**config.mk**
```make
export PLATFORM = sky130hd
export DESIGN_NAME = sobel_ctrl
export DESIGN_NICKNAME = d
export VERILOG_FILES = /design/src/hdl/sobel_pkg.sv /design/src/hdl/sobel_ctrl.sv
export SDC_FILE = /design/constraint.sdc
export NUM_CORES = 1
export LEC_CHECK = 0
export BUFFER_PORTS_ARGS = -buffer_cell sky130_fd_sc_hd__clkbuf_2
export CORE_AREA = 5 5 42 44
export DETAILED_ROUTE_END_ITERATION = 8
export DIE_AREA = 0 0 47 49
export PLACE_DENSITY = 0.38
export SYNTH_ARGS = -nofsm -noshare
export SYNTH_HDL_FRONTEND = slang
export SYNTH_SLANG_ARGS = --single-unit
```
**constraint.sdc**
```tcl
create_clock -name clk_i -period 1.5 [get_ports clk_i]
set_clock_uncertainty 0.15 [all_clocks]
set_input_delay 0.15 -clock clk_i [delete_from_list [all_inputs] [get_ports clk_i]]
set_output_delay 0.15 -clock clk_i [all_outputs]
set_load 0.1 [all_outputs]
```
**src/hdl/sobel_pkg.sv**
```systemverilog
// Shared types and constants for the Sobel edge magnitude block.
// Used by the controller, datapath and top level; no dependencies.
package sobel_pkg;
  localparam int MaxWidth   = 2048;
  localparam int MaxHeight  = 2048;
  localparam int AddrW      = $clog2(MaxWidth);
  localparam int CntW       = 11;
  localparam int SizeW      = 12;
  localparam int EnergyW    = 17;

  localparam logic CfgWidth  = 1'b0;
  localparam logic CfgHeight = 1'b1;

  typedef enum logic [2:0] {
    StIdle, StRead, StCalc, StRoot, StOut
  } state_e;

  typedef struct packed {
    logic load;      // capture input beat and start store read
    logic calc;      // compute gradients, update stores and window
    logic root_start;
    logic root_step;
    logic out_load;
  } cmd_t;

  typedef struct packed {
    logic emit;      // current pixel yields a result
    logic root_done;
  } sts_t;
endpackage

```
**src/hdl/sobel_ctrl.sv**
```systemverilog
// Controller state machine sequencing one pixel through the datapath.
// Depends on sobel_pkg; issues cmd_t and reads sts_t.
module sobel_ctrl (
  input  logic             clk_i,
  input  logic             rst_ni,
  input  logic             in_valid_i,
  output logic             in_ready_o,
  output logic             out_valid_o,
  input  logic             out_ready_i,
  input  sobel_pkg::sts_t  sts_i,
  output sobel_pkg::cmd_t  cmd_o
);
  sobel_pkg::state_e state_q, state_d;
  logic out_valid_q, out_valid_d;

  always_comb begin
    state_d = state_q;
    case (state_q)
      sobel_pkg::StIdle: if (in_valid_i) state_d = sobel_pkg::StRead;
      sobel_pkg::StRead: state_d = sobel_pkg::StCalc;
      sobel_pkg::StCalc: state_d = sts_i.emit ? sobel_pkg::StRoot : sobel_pkg::StIdle;
      sobel_pkg::StRoot: if (sts_i.root_done) state_d = sobel_pkg::StOut;
      sobel_pkg::StOut:  if (!out_valid_q || out_ready_i) state_d = sobel_pkg::StIdle;
      default:           state_d = sobel_pkg::StIdle;
    endcase
  end

  always_comb begin
    cmd_o       = '0;
    in_ready_o  = 1'b0;
    out_valid_d = out_valid_q && !out_ready_i;
    case (state_q)
      sobel_pkg::StIdle: begin
        in_ready_o = 1'b1;
        cmd_o.load = in_valid_i;
      end
      sobel_pkg::StRead: cmd_o.calc = 1'b1;
      sobel_pkg::StCalc: cmd_o.root_start = sts_i.emit;
      sobel_pkg::StRoot: cmd_o.root_step = 1'b1;
      sobel_pkg::StOut: begin
        if (!out_valid_q || out_ready_i) begin
          cmd_o.out_load = 1'b1;
          out_valid_d    = 1'b1;
        end
      end
      default: cmd_o = '0;
    endcase
  end

  always_ff @(posedge clk_i or negedge rst_ni) begin
    if (!rst_ni) begin
      state_q     <= sobel_pkg::StIdle;
      out_valid_q <= 1'b0;
    end else begin
      state_q     <= state_d;
      out_valid_q <= out_valid_d;
    end
  end

  assign out_valid_o = out_valid_q;
endmodule

```
==> run_results.csv, run 1 <==
group,metric,value,unit
floorplanning,die_width,47,um
timing,fin_ws,-0.0472,ns
layout,final_nets,55,
synthesis,ys_warn_count,0,
routing,drtPass1Iterations,3,
routing,drt_iter0_drc,1,
layout,seq_area,104,um2
worst_setup_path,cp_max_fo,6,
worst_setup_path,worst_ep_arrival_time,1.25,ns
layout,multiInputGateArea,188,um2
layout,n_antenna_cell,0,
cts,cts_tree,"done",
global_routing,gr-total-overflow,0,
layout,drive_above_1_share,75.0,%
cts,clockBufferDepth,2,
min_path,hold_path_class,"primary input to register",
cts,cts_inserted_buffers,3,
run_status,status,"finished with violations",
worst_setup_path,crit_required,1.20,ns
routing,drc,0,
global_routing,grt_pass1_wl,1280,um
floorplanning,initial_utilization,19.4,%
placement,port_buffers,12,
synthesis,synth_nets,32,
worst_setup_path,cp-start-kind,"register",
timing,final_max_slew_viol_count,0,
global_routing,antenna_found_initial,0,
placement,gp_congestion,0.734,
synthesis,ys_ff_latch,4,
floorplanning,core_area,0.00140,mm2
cts,htreeDepth,1,
floorplanning,rows,14,
cts,root_buffer,"clkbuf_4",
layout,final_cell_mix,"buf_12 (7), buf_4 (7), clkbuf_2 (5)",
routing,ant_nets,0,
timing,period_share,103,%
routing,vias,267,
global_routing,grt_max_degree,7,
synthesis,syn_area_per_cell,10.4,um2
job,drv_cap,0,
layout,fillers,149,
timing,rsz0062_at_grt,"true",
floorplanning,die_y,49,um
layout,area_growth,112,%
placement,dp_hpwl,579,um
routing,viasPerCell,4.17,
synthesis,synth-seq-area-share,36.9,%
floorplanning,die_area,0.00230,mm2
cts,clock_sinks,4,
worst_setup_path,cp-end-kind,"output port",
synthesis,syn_area,272,um2
timing,fmax,0.646,GHz
run_status,violations,"setup timing",
cts,clkSlewWorstSetupHoldPaths,0.04,ns
timing,period_minus_slack,1.55,ns
timing,hold_viol,0,
timing,tightest_slew,0.279,ns
routing,wl,690,um
timing,tns,-0.159,ns
placement,place_worst_setup_slack,0.157,ns
worst_setup_path,path_class,"register to output port",
global_routing,grt_pass1_vias,307,
timing,setup_viol,5,
global_routing,grt.total_usage,7.99,%
floorplanning,ios,13,
cts,insertion_delay,0.24,ns
routing,wl_per_cell,10.8,um
synthesis,synth_cell_types,16,
timing,relSlewSlack,81.6,%
synthesis,synth_cells,26,
## synthesized netlist by cell type
library cell	instances	share of area [%]
a211oi_2	2	9.2
a21oi_2	1	3.2
a311oi_1	1	3.2
and3_1	1	2.3
and3b_1	1	3.2
buf_4	1	2.8
buf_6	2	8.3
dfrtp_1	4	37
nand2_1	4	5.5
nand2b_1	2	4.6
nor2_1	1	1.4
nor2b_4	1	5.1
nor3_1	2	3.7
nor3b_1	1	2.8
nor3b_2	1	4.6
o21ai_2	1	3.2
## worst paths after layout
kind | slack [ns] | depth (start not counted) | start | to
setup / recovery | -0.05 | 3 | state_q[1]$_DFFE_PN0P_ | cmd_o[4]
hold / removal | 0.08 | 3 | out_ready_i | out_valid_o$_DFF_PN0_
setup reg to reg | 0.21 | 5 | state_q[1]$_DFFE_PN0P_ | state_q[0]$_DFFE_PN0P_
hold reg to reg | 0.40 | 2 | out_valid_o$_DFF_PN0_ | out_valid_o$_DFF_PN0_
max in group asynchronous | 0.96 | 2 | rst_ni | state_q[0]$_DFFE_PN0P_
min in group asynchronous | 0.10 | 2 | rst_ni | state_q[2]$_DFFE_PN0P_
## what timing repair did
item	4_1_cts	5_1_grt
hold buffers	2	0
resized for setup	2	0
pin swaps	1	0
endpoints found under the hold margin	5	0
setup endpoints to repair	6	5
buffers inserted	2	1
## area by class of cell
class | instances | share of cell area, %
multi-input combinational | 19 | 32.6
clock buffer | 4 | 4.57
timing repair buffer | 21 | 41.3
sequential | 4 | 18.0
tap | 16 | 3.48
## state kept, by name (all words and copies together) (netlist names)
| signal | count |
|---|---|
| state_q | 3 |
| out_valid_o | 1 |
## worst max-delay path, cell delays in order (launching register included)
cell and delay, ns:
dfrtp_2 0.46, nor2b_4 0.13, nor3b_4 0.22, buf_12 0.20
## per-stage QoR
| step | util, % | std cells | cell area [um2] | hold slack [ns] |
|---|---|---|---|---|
| after detailed placement | 36.0 | 55 | 504 | -0.188 |
| after floorplan | - | 26 | 319 | -0.296 |
| after global placement | 36.0 | 55 | 504 | -0.193 |
| final | 41.1 | 64 | 576 | 0.0768 |
| after global routing | 41.1 | 64 | 576 | 0.101 |
| after CTS | 40.5 | 63 | 568 | 0.0674 |
## metal layers
| metal | share of wire [%] | track usage [%] | wire length (um) | up-vias |
|---|---|---|---|---|
| li1 | - | - | - | 134 |
| met1 | 40 | 9.13 | 277 | 126 |
| met3 | 2.9 | 2.21 | 20 | 0 |
| met2 | 57 | 11.5 | 393 | 7 |
| met4 | 0 | 6.91 | 0 | 0 |
| met5 | 0 | 0 | 0 | - |
## cell families (layout without fill, tap and decap cells)
family                 Yosys count  in the layout  synth area share [%]
flip-flops                       4              4                  36.9
buffers and inverters            3             25                  11.1
AO/OA/AOI/OAI                    5              5                  18.9
AND/OR/NAND/NOR                 14             14                  33.2
Power of run 1 is not shown: default switching activity piles up to over one toggle a cycle in this logic, so the estimate is an artifact.
==> inputs of run 2 (changes only) <==
--- a/config.mk
+++ b/config.mk
@@ -9,7 +9,7 @@
 export CORE_AREA = 5 5 42 44
 export DETAILED_ROUTE_END_ITERATION = 8
 export DIE_AREA = 0 0 47 49
-export PLACE_DENSITY = 0.38
+export PLACE_DENSITY = 0.43
 export SYNTH_ARGS = -nofsm -noshare
 export SYNTH_HDL_FRONTEND = slang
 export SYNTH_SLANG_ARGS = --single-unit
==> run 2 against run 1 <==
Effect of this change:
- the run still ends with setup timing left
- via count is 11% higher
- sequential cell count did not move
- sequential share of layout area fell by 0.47 points
- cell count is 6.3% higher
- wire length rose by 20%
- die area stayed put
- register-to-register slack lost 0.07 ns
- critical path depth unchanged
- hold slack improved by 0.023 ns
- highest routed layer is now met4
==> run_results.csv, run 2 (synthesized netlist as in run 1, its figures left out) <==
group,metric,value,unit
timing,fin_ws,-0.0740,ns
placement,place_inst,53,
floorplanning,ios,13,
layout,postLayoutCellArea,598,um2
worst_setup_path,r2r-start,"state_q[1]$_DFFE_PN0P_",
layout,mostFrequentLayoutCell,"buf_4",
layout,drive_above_1_share,78.8,%
floorplanning,die_width,47,um
routing,m1WireLength,286,um
job,drv_cap,0,
routing,highest_layer,"met4",
routing,route.met2.wl,485,um
layout,final_cell_mix,"buf_4 (11), buf_12 (6), clkbuf_2 (5)",
routing,drc,0,
floorplanning,die_y,49,um
timing,setup_viol,6,
cts,clkSlewWorstSetupHoldPaths,0.04,ns
placement,gp_congestion,0.763,
floorplanning,rows,14,
cts,clock_sinks,4,
routing,wl_per_cell,12.1,um
global_routing,antenna_found_initial,0,
routing,drtPass1Iterations,4,
routing,wl_met3,30,um
routing,viasPerCell,4.37,
layout,largest_register_ffs,3,
timing,whs,0.0994,ns
layout,largest-register,"state_q",
worst_setup_path,slowest_stage,"dfrtp_2",
routing,wl,826,um
timing,period_share,105,%
layout,final_cells,68,
worst_setup_path,timing.rr.end,"state_q[2]$_DFFE_PN0P_",
worst_setup_path,cp-end-kind,"output port",
placement,dp_hpwl,580,um
layout,n_antenna_cell,0,
worst_setup_path,cp_max_fo,8,
global_routing,grt_pass1_wl,1290,um
worst_setup_path,cp-start-kind,"register",
run_status,violations,"setup timing",
worst_setup_path,worst_ep_arrival_time,1.27,ns
timing,hold_viol,0,
timing,relSlewSlack,80.2,%
run_status,status,"finished with violations",
cts,cts_inserted_buffers,3,
min_path,hold_path_class,"primary input to async pin",
worst_setup_path,rr_worst_depth,5,
cts,htreeDepth,1,
timing,fmax,0.635,GHz
worst_setup_path,r2r_slack,0.14,ns
cts,root_buffer,"clkbuf_4",
placement,place_worst_setup_slack,0.0430,ns
routing,vias,297,
layout,area_growth,120,%
cts,cts_tree,"done",
cts,clockBufferDepth,2,
global_routing,grt_pass1_vias,322,
routing,ant_nets,0,
placement,port_buffers,12,
timing,final_max_slew_viol_count,0,
routing,drt_iter0_drc,2,
worst_setup_path,crit_required,1.20,ns
global_routing,grt_max_degree,10,
timing,rsz0062_at_grt,"true",
layout,final_nets,59,
timing,period_minus_slack,1.57,ns
floorplanning,die_area,0.00230,mm2
floorplanning,initial_utilization,19.4,%
cts,insertion_delay,0.23,ns
placement,dpl_cell_area,477,um2
timing,tightest_slew,0.296,ns
worst_setup_path,worstPathCellList,"nor2b_4 -> nor3b_4 -> buf_12",
worst_setup_path,critical_path.max_stage_delay,0.46,ns
worst_setup_path,path_class,"register to output port",
global_routing,gr-total-overflow,0,
global_routing,grt.total_usage,8.26,%
floorplanning,core_area,0.00140,mm2
==> run 2: critical path, delay by kind of cell, from the launching register on <==
kind	cells	cell delay (ns)
AND/OR/NAND/NOR	2	0.37
buffers and inverters	1	0.21
flip-flops	1	0.46
==> run 2: routing by layer <==
layer  track usage, %  up-vias
met5                0        -
li1                 -      142
met3             1.48        2
met1             7.30      145
met2             12.7        8
met4             11.1        0
==> run 2: worst max path at each step <==
stage	startpoint	endpoint	slack, ns	cells after the start
final	state_q[1]$_DFFE_PN0P_	cmd_o[4]	-0.07	3
after detailed placement	state_q[1]$_DFFE_PN0P_	cmd_o[4]	0.04	3
after global routing	state_q[1]$_DFFE_PN0P_	cmd_o[4]	-0.14	3
after CTS	state_q[1]$_DFFE_PN0P_	cmd_o[4]	-0.10	3
after global placement	state_q[2]$_DFFE_PN0P_	cmd_o[0]	0.07	2
after floorplan	state_q[1]$_DFFE_PN0P_	cmd_o[4]	-0.26	3
==> run 2: cell type report <==
cell class	instances	area, um2
Clock buffer	4	26.3
Sequential cell	4	105
Tap cell	16	20.0
Fill cell	138	803
Multi-Input combinational cell	19	188
Timing Repair Buffer	25	259
==> run 2: per-stage QoR <==
stage / utilization (%) / setup TNS [ns]
floorplan: - / -0.641
global placement: 34.0 / 0
detailed placement: 34.0 / 0
CTS: 41.6 / -0.301
global route: 42.7 / -0.561
finish: 42.7 / -0.216
==> run 2: repair_timing <==
action / 4_1_cts / 5_1_grt
endpoints found under the hold margin: 5 / 0
setup endpoints to repair: 6 / 6
hold buffers: 2 / 0
gates resized for setup: 4 / 0
buffers inserted: 7 / 2
pin swaps: 2 / 0
Power of run 2 is left out for the same reason.
==> inputs of run 3 (changes only) <==
--- a/config.mk
+++ b/config.mk
@@ -5,11 +5,11 @@
 export SDC_FILE = /design/constraint.sdc
 export NUM_CORES = 1
 export LEC_CHECK = 0
-export BUFFER_PORTS_ARGS = -buffer_cell sky130_fd_sc_hd__clkbuf_2
 export CORE_AREA = 5 5 42 44
 export DETAILED_ROUTE_END_ITERATION = 8
 export DIE_AREA = 0 0 47 49
-export PLACE_DENSITY = 0.43
+export DONT_BUFFER_PORTS = 1
+export PLACE_DENSITY = 0.34
 export SYNTH_ARGS = -nofsm -noshare
 export SYNTH_HDL_FRONTEND = slang
 export SYNTH_SLANG_ARGS = --single-unit
==> run 3 against run 2 <==
Effect of this change:
- the run still ends with setup timing left
- critical path depth unchanged
- via count down 7.1%
- register-to-register slack worse by 0.06 ns
- clock-buffer cell count unchanged
- global-route usage up 1.1 points
- hold slack worse by 0.076 ns
- first-iteration DRC count rose to 3.0 times the previous value
- wire length down 1.1%
- critical endpoint is now cmd_o[3]
- highest routed layer unchanged
==> run_results.csv, run 3 (synthesized netlist as in run 1, its figures left out) <==
group,metric,value,unit
run_status,status,"finished with violations",
run_status,violations,"setup timing",
min_path,hold_path_class,"primary input to async pin",
global_routing,grt_pass1_wl,1390,um
timing,whs,0.0238,ns
routing,drc,0,
worst_setup_path,path_class,"register to output port",
routing,drtPass1Iterations,4,
layout,area_growth,121,%
timing,relSlewSlack,81.5,%
floorplanning,core_area,0.00140,mm2
worst_setup_path,rr_worst_depth,3,
layout,final_nets,55,
cts,clockBufferDepth,2,
routing,viasPerCell,4.31,
worst_setup_path,r2r-start,"out_valid_o$_DFF_PN0_",
floorplanning,initial_utilization,19.4,%
cts,clock_sinks,4,
global_routing,antenna_found_initial,0,
cts,cts_inserted_buffers,3,
layout,largest-register,"state_q",
timing,tightest_slew,0.279,ns
floorplanning,die_y,49,um
timing,period_minus_slack,1.54,ns
timing,period_share,103,%
routing,ant_nets,0,
job,drv_cap,0,
placement,dp_hpwl,543,um
placement,place_worst_setup_slack,0.0922,ns
routing,wl,817,um
worst_setup_path,r2r_slack,0.08,ns
timing,fmax,0.650,GHz
floorplanning,die_area,0.00230,mm2
timing,setup_viol,5,
floorplanning,rows,14,
worst_setup_path,timing.rr.end,"state_q[2]$_DFFE_PN0P_",
worst_setup_path,worstSetupEndpoint,"cmd_o[3]",
worst_setup_path,cp_max_fo,6,
layout,postLayoutCellArea,599,um2
timing,rsz0062_at_grt,"true",
worst_setup_path,cp-start-kind,"register",
worst_setup_path,crit_required,1.20,ns
routing,vias,276,
floorplanning,die_width,47,um
layout,final_cell_mix,"buf_12 (6), dlygate4sd3_1 (5), buf_6 (5)",
cts,root_buffer,"clkbuf_4",
cts,insertion_delay,0.24,ns
layout,drive_above_1_share,68.8,%
global_routing,gr-total-overflow,0,
placement,gp_congestion,0.726,
floorplanning,ios,13,
timing,final_max_slew_viol_count,0,
worst_setup_path,cp-end-kind,"output port",
worst_setup_path,crit_start,"state_q[1]$_DFFE_PN0P_",
worst_setup_path,worst_ep_arrival_time,1.24,ns
placement,dpl_cell_area,459,um2
timing,fin_ws,-0.0393,ns
routing,drt_iter0_drc,6,
global_routing,grt.total_usage,9.32,%
layout,mostFrequentLayoutCell,"buf_12",
routing,wl_per_cell,12.8,um
timing,hold_viol,0,
cts,clkSlewWorstSetupHoldPaths,0.04,ns
layout,n_antenna_cell,0,
layout,largest_register_ffs,3,
global_routing,grt_max_degree,7,
cts,cts_tree,"done",
global_routing,grt_pass1_vias,314,
cts,htreeDepth,1,
placement,port_buffers,0,
==> run 3: cell types whose count changed in the layout (fill, tap and decap cells not counted), sizes merged <==
cell and delta:
clkbuf -5, dlygate4sd3 +3, buf -2
==> run 3: worst min-delay path by stage <==
stage | startpoint | endpoint | slack (ns) | cells after the start
final | rst_ni | state_q[2]$_DFFE_PN0P_ | 0.02 | 1
after global routing | rst_ni | state_q[2]$_DFFE_PN0P_ | 0.02 | 1
after CTS | rst_ni | state_q[2]$_DFFE_PN0P_ | 0.03 | 1
after detailed placement | rst_ni | state_q[2]$_DFFE_PN0P_ | -0.30 | 0
after global placement | rst_ni | out_valid_o$_DFF_PN0_ | -0.30 | 0
after floorplan | rst_ni | out_valid_o$_DFF_PN0_ | -0.30 | 0
==> run 3: final cells by class <==
| type | instances | area, um2 |
|---|---|---|
| fillers | 145 | 802 |
| flip-flops and latches | 4 | 104 |
| multi-input cells | 19 | 188 |
| clock buffers | 4 | 26.3 |
| repair buffers | 21 | 262 |
| well taps | 16 | 20.0 |
==> run 3: timing repair <==
action | 4_1_cts | 5_1_grt
resized for setup | 6 | 1
endpoints found under the hold margin | 8 | 0
hold buffers | 5 | 0
pin swaps | 2 | 1
endpoints found under the setup margin | 6 | 6
buffers inserted | 5 | 1
==> run 3: metal layers <==
layer	share of wire [%]	vias up	GRT usage [%]
li1	-	134	-
met1	35	129	8.87
met2	56	11	14.0
met3	6.6	2	3.32
met4	2.4	0	9.68
met5	0	-	0
==> run 3: stage by stage <==
step,TNS (ns),cells,util (%)
2_1_floorplan,-0.641,26,-
3_3_place_gp,0,49,32.8
3_5_place_dp,0,49,32.8
4_1_cts,-0.207,63,42.0
5_1_grt,-0.420,64,42.8
6_report,-0.146,64,42.8
==> run 3: critical path: stages (launching register included) <==
cell     delay [ns]
dfrtp_2        0.45
buf_6          0.15
nor3b_4        0.20
buf_12         0.20
Power of run 3 is left out for the same reason.
